<file path="config.mk">
export PLATFORM = sky130hd
export DESIGN_NAME = dh_modular_exponentiation
export DESIGN_NICKNAME = d
export VERILOG_FILES = /design/src/rtl/dhme_pkg.sv /design/src/rtl/dh_modular_exponentiation.sv /design/src/rtl/dhme_datapath.sv /design/src/rtl/dhme_ctrl.sv
export VERILOG_INCLUDE_DIRS = /design/src /design/src/rtl
export SDC_FILE = /design/constraint.sdc
export NUM_CORES = 1
export LEC_CHECK = 0
export BUFFER_PORTS_ARGS = -buffer_cell sky130_fd_sc_hd__buf_2
export CAP_MARGIN = 20
export CORE_MARGIN = 1.5
export CORE_UTILIZATION = 35
export CTS_BUF_LIST = sky130_fd_sc_hd__clkbuf_2 sky130_fd_sc_hd__clkbuf_4 sky130_fd_sc_hd__clkbuf_8
export CTS_CLUSTER_DIAMETER = 100
export DETAILED_ROUTE_END_ITERATION = 12
export GPL_ROUTABILITY_DRIVEN = 0
export GPL_TIMING_DRIVEN = 0
export HOLD_SLACK_MARGIN = 0.1
export PLACE_DENSITY = 0.58
export SYNTH_ARGS = -nofsm -noshare
export SYNTH_HDL_FRONTEND = slang
export SYNTH_SLANG_ARGS = --single-unit
</file>
<file path="constraint.sdc">
create_clock -name clock -period 6.8 [get_ports clock]
set_input_delay 0.68 -clock clock [delete_from_list [all_inputs] [get_ports clock]]
set_output_delay 0.68 -clock clock [all_outputs]
set_load 0.005 [all_outputs]
</file>
<file path="src/rtl/dh_modular_exponentiation_defines.svh">
// Assertion macros for the modular exponentiation block
`ifndef DH_MODULAR_EXPONENTIATION_DEFINES_SVH
`define DH_MODULAR_EXPONENTIATION_DEFINES_SVH

// same-cycle implication, disabled during reset
`define DHME_ASSERT_NOW(label, clk, rst, ante, cons, msg) \
   label: assert property (@(posedge clk) disable iff (rst) (ante) |-> (cons)) \
      else $error(msg);

// next-cycle implication, disabled during reset
`define DHME_ASSERT_NEXT(label, clk, rst, ante, cons, msg) \
   label: assert property (@(posedge clk) disable iff (rst) (ante) |=> (cons)) \
      else $error(msg);

`endif

</file>
<file path="src/rtl/dhme_pkg.sv">
// Shared types and codes for the modular exponentiation block
`timescale 1ns / 1ps

package dhme_pkg;

   localparam int CSR_INDEX_BITS = 2;

   typedef enum logic [CSR_INDEX_BITS-1:0] {
      CSR_MODULUS         = 2'd0,
      CSR_GENERATOR       = 2'd1,
      CSR_SECRET_EXPONENT = 2'd2
   } csr_index_type;

   typedef enum logic {
      OP_PUBLIC_VALUE = 1'b0,
      OP_SHARED_KEY   = 1'b1
   } operation_type;

   typedef enum logic [4:0] {
      ST_IDLE   = 5'b00001,
      ST_REDUCE = 5'b00010,
      ST_SQUARE = 5'b00100,
      ST_MULT   = 5'b01000,
      ST_FINISH = 5'b10000
   } state_type;

   typedef struct packed {
      logic load;       // latch transaction operands
      logic red_step;   // one step of base reduction
      logic red_last;   // final reduction step, seed accumulator
      logic mul_step;   // one step of modular product
      logic mul_last;   // final product step, write accumulator
      logic sel_base;   // multiplicand is the reduced base
      logic exp_shift;  // move to next exponent bit
      logic out_load;   // load result register
   } command_type;

   typedef struct packed {
      logic mod_small;  // modulus below two
      logic exp_msb;    // current exponent bit
   } status_type;

endpackage

</file>
<file path="src/rtl/dh_modular_exponentiation.sv">
// Top level of the Diffie-Hellman modular exponentiation block
//
//   channel  direction  handshake            payload
//   req_     in         req_valid/req_stall  req_operation, req_peer_value
//   rsp_     out        rsp_valid/rsp_stall  rsp_key_value
//   csr_     in         csr_write_enable     csr_index, csr_write_data
//
// One transaction at a time: base reduction, then per exponent bit a square
// and, for a set bit, a multiply, each on the shared shift-subtract unit,
// plus the hand-off of the request and of the result.
// A modulus below two skips the arithmetic and returns zero.
// Synchronous reset restores modulus 2, generator 0, exponent 0.
// A new request is taken while the previous result waits under rsp_stall.
`timescale 1ns / 1ps
`include "dh_modular_exponentiation_defines.svh"

module dh_modular_exponentiation #(
   parameter int VALUE_BITS = 31
) (
   input  logic                                clock,
   input  logic                                reset,
   input  logic                                csr_write_enable,
   input  logic [dhme_pkg::CSR_INDEX_BITS-1:0] csr_index,
   input  logic [VALUE_BITS-1:0]               csr_write_data,
   input  logic                                req_valid,
   output logic                                req_stall,
   input  logic                                req_operation,
   input  logic [VALUE_BITS-1:0]               req_peer_value,
   output logic                                rsp_valid,
   input  logic                                rsp_stall,
   output logic [VALUE_BITS-1:0]               rsp_key_value
);
   import dhme_pkg::*;

   command_type cmd;
   status_type  status;

   dhme_ctrl #(
      .VALUE_BITS(VALUE_BITS)
   ) u_ctrl (
      .clock     (clock),
      .reset     (reset),
      .req_valid (req_valid),
      .req_stall (req_stall),
      .rsp_valid (rsp_valid),
      .rsp_stall (rsp_stall),
      .status    (status),
      .cmd       (cmd)
   );

   dhme_datapath #(
      .VALUE_BITS(VALUE_BITS)
   ) u_datapath (
      .clock            (clock),
      .reset            (reset),
      .csr_write_enable (csr_write_enable),
      .csr_index        (csr_index),
      .csr_write_data   (csr_write_data),
      .req_operation    (req_operation),
      .req_peer_value   (req_peer_value),
      .cmd              (cmd),
      .status           (status),
      .rsp_key_value    (rsp_key_value)
   );

   // accepted request makes the block busy
   `DHME_ASSERT_NEXT(a_busy_after_accept, clock, reset, req_valid && !req_stall, req_stall, "request accepted but block not busy")
   // result load raises valid
   `DHME_ASSERT_NEXT(a_valid_after_load, clock, reset, cmd.out_load, rsp_valid, "result loaded but rsp_valid low")
   // result taken with no reload drops valid
   `DHME_ASSERT_NEXT(a_drop_after_take, clock, reset, rsp_valid && !rsp_stall && !cmd.out_load, !rsp_valid, "result delivered twice")
   // controller never loads a result over one still waiting
   `DHME_ASSERT_NOW(a_no_overwrite, clock, reset, cmd.out_load && rsp_valid, !rsp_stall, "result overwritten while stalled")

endmodule

</file>
<file path="src/rtl/dhme_datapath.sv">
// Datapath: configuration, operand registers and shared shift-subtract unit
`timescale 1ns / 1ps

module dhme_datapath #(
   parameter int VALUE_BITS = 31
) (
   input  logic                                    clock,
   input  logic                                    reset,
   input  logic                                    csr_write_enable,
   input  logic [dhme_pkg::CSR_INDEX_BITS-1:0]     csr_index,
   input  logic [VALUE_BITS-1:0]                   csr_write_data,
   input  logic                                    req_operation,
   input  logic [VALUE_BITS-1:0]                   req_peer_value,
   input  dhme_pkg::command_type                   cmd,
   output dhme_pkg::status_type                    status,
   output logic [VALUE_BITS-1:0]                   rsp_key_value
);
   import dhme_pkg::*;

   logic [VALUE_BITS-1:0] modulus_ff, generator_ff, secret_ff;
   logic [VALUE_BITS-1:0] base_ff, base_in;
   logic [VALUE_BITS-1:0] acc_ff, acc_in;
   logic [VALUE_BITS-1:0] prod_ff, prod_in;
   logic [VALUE_BITS-1:0] mult_ff, mult_in;
   logic [VALUE_BITS-1:0] exp_ff, exp_in;
   logic [VALUE_BITS-1:0] key_ff, key_in;

   logic [VALUE_BITS:0]   red_t, red_m, red_next;
   logic [VALUE_BITS-1:0] mul_a;
   logic [VALUE_BITS+1:0] mul_s, mul_m1, mul_m2, mul_next;

   // configuration registers
   always_ff @(posedge clock) begin
      if (reset) begin
         modulus_ff   <= VALUE_BITS'(2);
         generator_ff <= '0;
         secret_ff    <= '0;
      end else if (csr_write_enable) begin
         unique case (csr_index)
            CSR_MODULUS:         modulus_ff   <= csr_write_data;
            CSR_GENERATOR:       generator_ff <= csr_write_data;
            CSR_SECRET_EXPONENT: secret_ff    <= csr_write_data;
            default: ;
         endcase
      end
   end

   // restoring reduction: shift one base bit into the remainder
   assign red_t    = {prod_ff, mult_ff[VALUE_BITS-1]};
   assign red_m    = {1'b0, modulus_ff};
   assign red_next = (red_t >= red_m) ? (red_t - red_m) : red_t;

   // double-and-add product step: 2p + a*bit is below 3m
   assign mul_a    = cmd.sel_base ? base_ff : acc_ff;
   assign mul_m1   = {2'b00, modulus_ff};
   assign mul_m2   = {1'b0, modulus_ff, 1'b0};
   assign mul_s    = {1'b0, prod_ff, 1'b0}
                     + (mult_ff[VALUE_BITS-1] ? {2'b00, mul_a} : '0);
   assign mul_next = (mul_s >= mul_m2) ? (mul_s - mul_m2) :
                     (mul_s >= mul_m1) ? (mul_s - mul_m1) : mul_s;

   always_comb begin
      base_in = base_ff;
      acc_in  = acc_ff;
      prod_in = prod_ff;
      mult_in = mult_ff;
      exp_in  = exp_ff;
      key_in  = key_ff;
      if (cmd.load) begin
         mult_in = (req_operation == OP_SHARED_KEY) ? req_peer_value : generator_ff;
         prod_in = '0;
         exp_in  = secret_ff;
      end else if (cmd.red_last) begin
         base_in = red_next[VALUE_BITS-1:0];
         acc_in  = VALUE_BITS'(1);
         mult_in = VALUE_BITS'(1);
         prod_in = '0;
      end else if (cmd.red_step) begin
         prod_in = red_next[VALUE_BITS-1:0];
         mult_in = {mult_ff[VALUE_BITS-2:0], 1'b0};
      end else if (cmd.mul_last) begin
         acc_in  = mul_next[VALUE_BITS-1:0];
         mult_in = mul_next[VALUE_BITS-1:0];
         prod_in = '0;
      end else if (cmd.mul_step) begin
         prod_in = mul_next[VALUE_BITS-1:0];
         mult_in = {mult_ff[VALUE_BITS-2:0], 1'b0};
      end
      if (cmd.exp_shift) begin
         exp_in = {exp_ff[VALUE_BITS-2:0], 1'b0};
      end
      if (cmd.out_load) begin
         key_in = status.mod_small ? '0 : acc_ff;
      end
   end

   always_ff @(posedge clock) begin
      base_ff <= base_in;
      acc_ff  <= acc_in;
      prod_ff <= prod_in;
      mult_ff <= mult_in;
      exp_ff  <= exp_in;
      key_ff  <= key_in;
   end

   assign status.mod_small = (modulus_ff[VALUE_BITS-1:1] == '0);
   assign status.exp_msb   = exp_ff[VALUE_BITS-1];
   assign rsp_key_value    = key_ff;

endmodule

</file>
<file path="src/rtl/dhme_ctrl.sv">
// Controller: sequences reduction, squares and multiplies per exponent bit
`timescale 1ns / 1ps

module dhme_ctrl #(
   parameter int VALUE_BITS = 31
) (
   input  logic                  clock,
   input  logic                  reset,
   input  logic                  req_valid,
   output logic                  req_stall,
   output logic                  rsp_valid,
   input  logic                  rsp_stall,
   input  dhme_pkg::status_type  status,
   output dhme_pkg::command_type cmd
);
   import dhme_pkg::*;

   localparam int CNT_BITS = $clog2(VALUE_BITS);
   localparam logic [CNT_BITS-1:0] LAST = CNT_BITS'(VALUE_BITS - 1);

   state_type           state_ff, state_in;
   logic [CNT_BITS-1:0] step_ff, step_in;
   logic [CNT_BITS-1:0] bit_ff, bit_in;
   logic                rsp_valid_ff, rsp_valid_in;
   logic                out_free;

   assign out_free = !rsp_valid_ff || !rsp_stall;

   always_comb begin
      state_in     = state_ff;
      step_in      = step_ff;
      bit_in       = bit_ff;
      rsp_valid_in = rsp_valid_ff && rsp_stall;
      cmd          = '0;
      unique case (state_ff)
         ST_IDLE: begin
            if (req_valid) begin
               cmd.load = 1'b1;
               step_in  = '0;
               state_in = status.mod_small ? ST_FINISH : ST_REDUCE;
            end
         end
         ST_REDUCE: begin
            if (step_ff == LAST) begin
               cmd.red_last = 1'b1;
               step_in      = '0;
               bit_in       = '0;
               state_in     = ST_SQUARE;
            end else begin
               cmd.red_step = 1'b1;
               step_in      = step_ff + 1'b1;
            end
         end
         ST_SQUARE: begin
            if (step_ff == LAST) begin
               cmd.mul_last = 1'b1;
               step_in      = '0;
               if (status.exp_msb) begin
                  state_in = ST_MULT;
               end else begin
                  cmd.exp_shift = 1'b1;
                  bit_in        = bit_ff + 1'b1;
                  if (bit_ff == LAST) state_in = ST_FINISH;
               end
            end else begin
               cmd.mul_step = 1'b1;
               step_in      = step_ff + 1'b1;
            end
         end
         ST_MULT: begin
            cmd.sel_base = 1'b1;
            if (step_ff == LAST) begin
               cmd.mul_last  = 1'b1;
               cmd.exp_shift = 1'b1;
               step_in       = '0;
               bit_in        = bit_ff + 1'b1;
               state_in      = (bit_ff == LAST) ? ST_FINISH : ST_SQUARE;
            end else begin
               cmd.mul_step = 1'b1;
               step_in      = step_ff + 1'b1;
            end
         end
         ST_FINISH: begin
            if (out_free) begin
               cmd.out_load = 1'b1;
               rsp_valid_in = 1'b1;
               state_in     = ST_IDLE;
            end
         end
         default: state_in = ST_IDLE;
      endcase
   end

   always_ff @(posedge clock) begin
      if (reset) begin
         state_ff     <= ST_IDLE;
         step_ff      <= '0;
         bit_ff       <= '0;
         rsp_valid_ff <= 1'b0;
      end else begin
         state_ff     <= state_in;
         step_ff      <= step_in;
         bit_ff       <= bit_in;
         rsp_valid_ff <= rsp_valid_in;
      end
   end

   assign req_stall = (state_ff != ST_IDLE);
   assign rsp_valid = rsp_valid_ff;

endmodule

</file>
==> results.md, run 1 <==
- Status: complete, no violations
- First-pass iteration count of the detailed router: 6
- Post-Syn Area: 19500 um2
- Final WL: 67800 um
- CTS max path bufs: 3
- Top FF cell, synth: edfxtp_1
- Most frequent cells in the layout: 360 x nand2_1, 270 x a21oi_1, 154 x edfxtp_1
- Worst setup SP type: flop
- Via Count: 18196
- Final hold violations: 0
- Syn-to-layout area delta: 16.8%
- Crit path max fanout: 10
- Main combinational cell family by area after synthesis: compound AO/OA/AOI/OAI gates
- Core area: 55100 um2
- Netlist cell types: 82
- FMAX: 151 MHz
- Worst setup EP type: flop
- Cell family with the largest share of critical-path delay: compound AO/OA/AOI/OAI gates
- Mux cell area share after synthesis: 0.0416
- Async set-reset flop share out of synthesis: 0
- #FFs+latches synth: 295
- DIE AREA: 57200 um2
- Hold WC Path Type: in -> reg
- Worst path required time: 7.16 ns
- Avg WL per Cell: 21.1 um
- Yosys top cell area share: 0.237
- Row Count: 86
- Post-Synth Adder-Cell Area: 0.0855
- Worst-Margin Slew: 0.963 ns
- Critical-path top delay cell: o22ai_2
- Total grt overflow: 0
- Post-synth EDFFs: 154
- Crit path largest cell delay: 0.37 ns
- Largest net degree at the start of global routing: 38
- Antenna viol nets, final: 0
- Total clock sinks: 295
- Gr usage total: 0.233
- Crit path buf inv count: 5
- Yosys top cell by area: edfxtp_1
- Maxcap violations: 0
- Most common cell after layout, fill and taps aside: nand2_1
- DRT iter0 DRCs: 1785
- Ant. Diodes: 0
- Final Net Count: 2627
- CTS Buf Count: 54
- Number of port buffers: 100
- CTS H-tree depth: 2
- I/O Pins: 103
- Clk_skew: 0.0270 ns
- Clock Tree Root: clkbuf_8
- Tmin final: 6.61 ns
- Final worst path period share: 0.973
- Post-Synth Simple-Gate Area: 0.193
- CP Class: reg -> reg
- CTS tree: built
- Layout cell share with drive strength beyond 1: 0.144
- Hold slack final: 0.311 ns
- Via density per instance: 5.65
- Clk Latency, worst-skew pair: 0.66 ns
- XOR/XNOR share of the synthesized area: 0.0449
- Sequential area share after synthesis: 0.381
- Critical Path AT: 6.98 ns
- Initial core utilization: 0.354
- CTS clk-pin slew, worst paths: 0.06 ns
- Vias in the first global route: 17275
- Post-DP HPWL: 53800 um
- Normalized max-slew margin: 0.358
- First-pass GRT wire length: 101000 um
- Max Transition Viols Final: 0
- Syn_area_per_cell: 8.64 um2
- Setup violations, final: 0
- DRC viols: 0
- Die height: 239 um
- Post-Syn Instances: 2259
- Ranking of synthesized cells by area: edfxtp_1 24%, dfxtp_1 14%, ha_1 8.1%, a21oi_1 7.4%, nand2_1 7.0%
- Chip width: 239 um
- Synth warnings: 0
- Initial antenna violation count: 1
- Syn Nets: 2460
- Synth Area in Compound Gates: 0.217
==> worst register-to-register path: stages (launching register included) <==
cell and delay [ns]:
dfxtp_1 0.35, nor3_4 0.25, and3b_2 0.34, clkbuf_8 0.23
nand2_1 0.07, a21oi_1 0.14, ha_2 0.34, a21oi_4 0.21
a21oi_2 0.12, o31ai_2 0.27, buf_4 0.18, a31oi_1 0.12
o21a_1 0.23, o211a_1 0.24, nor3_4 0.31, inv_1 0.14
ha_1 0.35, nand3_1 0.12, nor2_1 0.22, nand3_1 0.17
a211oi_4 0.34, o32ai_4 0.15, a211o_1 0.29, and2_1 0.17
clkbuf_4 0.22, buf_6 0.21, o22ai_2 0.38, o221ai_1 0.19
==> worst paths after layout <==
check / from / slack [ns] / to / cells past startpoint
max reg2reg: u_ctrl.state_ff[4] / 0.19 / u_datapath.mult_ff[26] / 27
min reg2reg: u_datapath.generator_ff[23] / 0.45 / u_datapath.generator_ff[23] / 2
min: csr_write_data[24] / 0.31 / u_datapath.generator_ff[24] / 3
max: u_ctrl.state_ff[4] / 0.19 / u_datapath.mult_ff[26] / 27
==> sequential cells by signal, summed over array words and instances (netlist names) <==
register,cells
u_datapath.acc_ff,31
u_datapath.base_ff,31
u_datapath.exp_ff,31
u_datapath.generator_ff,31
u_datapath.modulus_ff,31
u_datapath.mult_ff,31
u_datapath.prod_ff,31
u_datapath.rsp_key_value,31
u_datapath.secret_ff,31
u_ctrl.bit_ff,5
u_ctrl.state_ff,5
u_ctrl.step_ff,5
u_ctrl.rsp_valid,1
==> synthesized netlist by cell type (33+ instances only) <==
library cell / count
o21ai_0: 74
nor2b_1: 54
nand3_1: 54
a22o_1: 33
dfxtp_1: 141
nor2_1: 143
xnor2_1: 61
mux2i_1: 53
nand2_1: 362
inv_1: 68
edfxtp_1: 154
a21o_1: 51
and3_1: 40
clkbuf_1: 97
nor3_1: 33
xor2_1: 39
a21oi_1: 287
ha_1: 127
==> metal layers <==
layer / vias to the layer above / GRT usage / wire length [um]
li1: 8597 / - / -
met1: 8688 / 0.311 / 29100
met2: 767 / 0.376 / 30600
met3: 140 / 0.0378 / 5580
met4: 4 / 0.0915 / 2410
met5: - / 0 / 70
==> metrics by stage <==
step | setup WS (ns) | area [um2] | std cells | setup TNS [ns] | util
floorplan | 0.651 | 19500 | 2259 | 0 | -
global placement | -1.99 | 21000 | 3107 | -151.65 | 0.380
detailed placement | -2.06 | 21100 | 3113 | -154.47 | 0.383
CTS | 0.00847 | 22600 | 3218 | 0 | 0.410
global route | -0.0455 | 22800 | 3220 | -0.110 | 0.414
finish | 0.186 | 22800 | 3220 | 0 | 0.414
==> logic make-up (layout without fill, tap and decap cells) <==
family                   count (synthesis)  count (layout)
adder cells (fa/ha/maj)                131             131
XOR/XNOR                               100             100
buffers and inverters                  184             397
AND/OR/NAND/NOR                        809             809
AO/OA/AOI/OAI                          662             662
multiplexers                            78              78
flip-flops                             295             295
==> timing repair <==
action / 4_1_cts / 5_1_grt
setup buffers: 8 / 8
endpoints found under the setup margin: 93 / 93
pin swaps: 5 / 10
hold buffers: 0 / 0
resized for setup: 52 / 51
==> area by class of cell <==
cell class	count	area, um2
Timing Repair Buffer	123	753
Inverter	69	259
Clock buffer	88	1060
Buffer	103	457
Fill cell	5672	32300
Sequential cell	295	7450
Tap cell	748	936
Clock inverter	14	150
Multi-Input combinational cell	1780	11700
Power of run 1 is left out: the tool's default activity adds up to more than one toggle a clock period on the data nets, which glitch-free logic cannot reach.
==> run 2: changes to the inputs <==
Settings changed: CORE_ASPECT_RATIO from default to 1.75, SKIP_CTS_REPAIR_TIMING from default to 1.
==> results.md, run 2 (same netlist as run 1, synthesis figures left out) <==
- Status: complete, no violations
- Vias in the first global route: 17963
- CTS Buf Count: 46
- Avg WL per Cell: 22.0 um
- Final worst path period share: 0.973
- Chip width: 182 um
- Crit path largest cell delay: 0.62 ns
- Setup violations, final: 0
- Clk Latency, worst-skew pair: 0.62 ns
- Filler cells: 5511
- CTS max path bufs: 3
- Maxcap violations: 0
- Worst path required time: 7.27 ns
- CTS tree: built
- Largest net degree at the start of global routing: 36
- Clk_skew: 0.0272 ns
- Cell family with the largest share of critical-path delay: compound AO/OA/AOI/OAI gates
- Core area: 55200 um2
- Final Net Count: 2629
- Post-DP HPWL: 57100 um
- Final WL: 69400 um
- Syn-to-layout area delta: 15.8%
- Total grt overflow: 0
- Crit path max fanout: 10
- DIE AREA: 57300 um2
- Fin worst setup slack: 0.184 ns
- Clock Tree Root: clkbuf_8
- Critical Path AT: 7.08 ns
- Worst-Margin Slew: 1.10 ns
- Initial core utilization: 0.354
- Max Transition Viols Final: 0
- Number of port buffers: 100
- Pre-CTS setup slack: -2.27 ns
- Tmin final: 6.62 ns
- Row Count: 114
- Most common cell after layout, fill and taps aside: nand2_1
- First-pass iteration count of the detailed router: 5
- Via Count: 17766
- CP Class: reg -> reg
- Die height: 315 um
- Worst setup EP type: flop
- DRT iter0 DRCs: 915
- DRC viols: 0
- Worst setup SP type: flop
- Gr usage total: 0.241
- Via density per instance: 5.62
- CTS H-tree depth: 2
- Most frequent cells in the layout: 362 x nand2_1, 273 x a21oi_1, 154 x edfxtp_1
- Total clock sinks: 295
- Critical-path top delay cell: o311ai_0
- First-pass GRT wire length: 104000 um
- Layout cell share with drive strength beyond 1: 0.137
- Crit path buf inv count: 5
- Normalized max-slew margin: 0.269
- Antenna viol nets, final: 0
- Final hold violations: 0
- Hold WC Path Type: in -> reg
- FMAX: 151 MHz
- CTS clk-pin slew, worst paths: 0.07 ns
- Initial antenna violation count: 1
- I/O Pins: 103
## run 2: cell types whose count changed in the layout (fill, tap and decap cells not counted), moves of 3 or more
cell,change
clkbuf_8,-10
buf_4,+6
clkbuf_4,-5
clkbuf_1,+4
clkinv_2,-4
a21oi_1,+3
a21oi_4,-3
a31oi_1,+3
a31oi_2,-3
ha_2,-3
## run 2: routing by layer
| metal | vias to the layer above | GRT usage | routed length (um) |
|---|---|---|---|
| met3 | 255 | 0.0274 | 2980 |
| met4 | 0 | 0.180 | 6300 |
| met5 | - | 0 | 0 |
| met2 | 617 | 0.460 | 35900 |
| li1 | 8601 | - | - |
| met1 | 8293 | 0.237 | 24300 |
## run 2: worst paths after layout
check | start | to | slack (ns) | cells past startpoint
hold reg to reg | u_datapath.secret_ff[10] | u_datapath.secret_ff[10] | 0.45 | 2
setup reg to reg | u_ctrl.state_ff[4] | u_datapath.acc_ff[29] | 0.18 | 26
setup / recovery | u_ctrl.state_ff[4] | u_datapath.acc_ff[29] | 0.18 | 26
hold / removal | csr_write_data[10] | u_datapath.generator_ff[10] | 0.33 | 3
## run 2: cell type report
cell class,instances,area [um2],share of cell area
Antenna cell,1,2.50,0.000111
Sequential cell,295,7450,0.329
Buffer,107,465,0.0206
Clock buffer,75,907,0.0401
Multi-Input combinational cell,1780,11700,0.518
Tap cell,696,871,0.0385
Timing Repair Buffer,129,802,0.0355
Clock inverter,9,146,0.00647
Inverter,69,259,0.0115
## run 2: per-stage QoR
stage / cells / hold slack (ns) / setup TNS [ns] / cell area (um2) / util
2_1_floorplan: 2259 / 0.432 / 0 / 19500 / -
3_3_place_gp: 3055 / 0.440 / -165.60 / 20900 / 0.379
3_5_place_dp: 3063 / 0.446 / -175.80 / 21000 / 0.381
4_1_cts: 3147 / 0.319 / -177.21 / 22100 / 0.400
5_1_grt: 3161 / 0.318 / -0.0862 / 22600 / 0.410
6_report: 3161 / 0.327 / 0 / 22600 / 0.410
## run 2: worst min-delay path: stages
cell and delay, ns:
buf_2 0.12, nand2_1 0.05, a21oi_1 0.05
Power of run 2 is left out for the same reason.
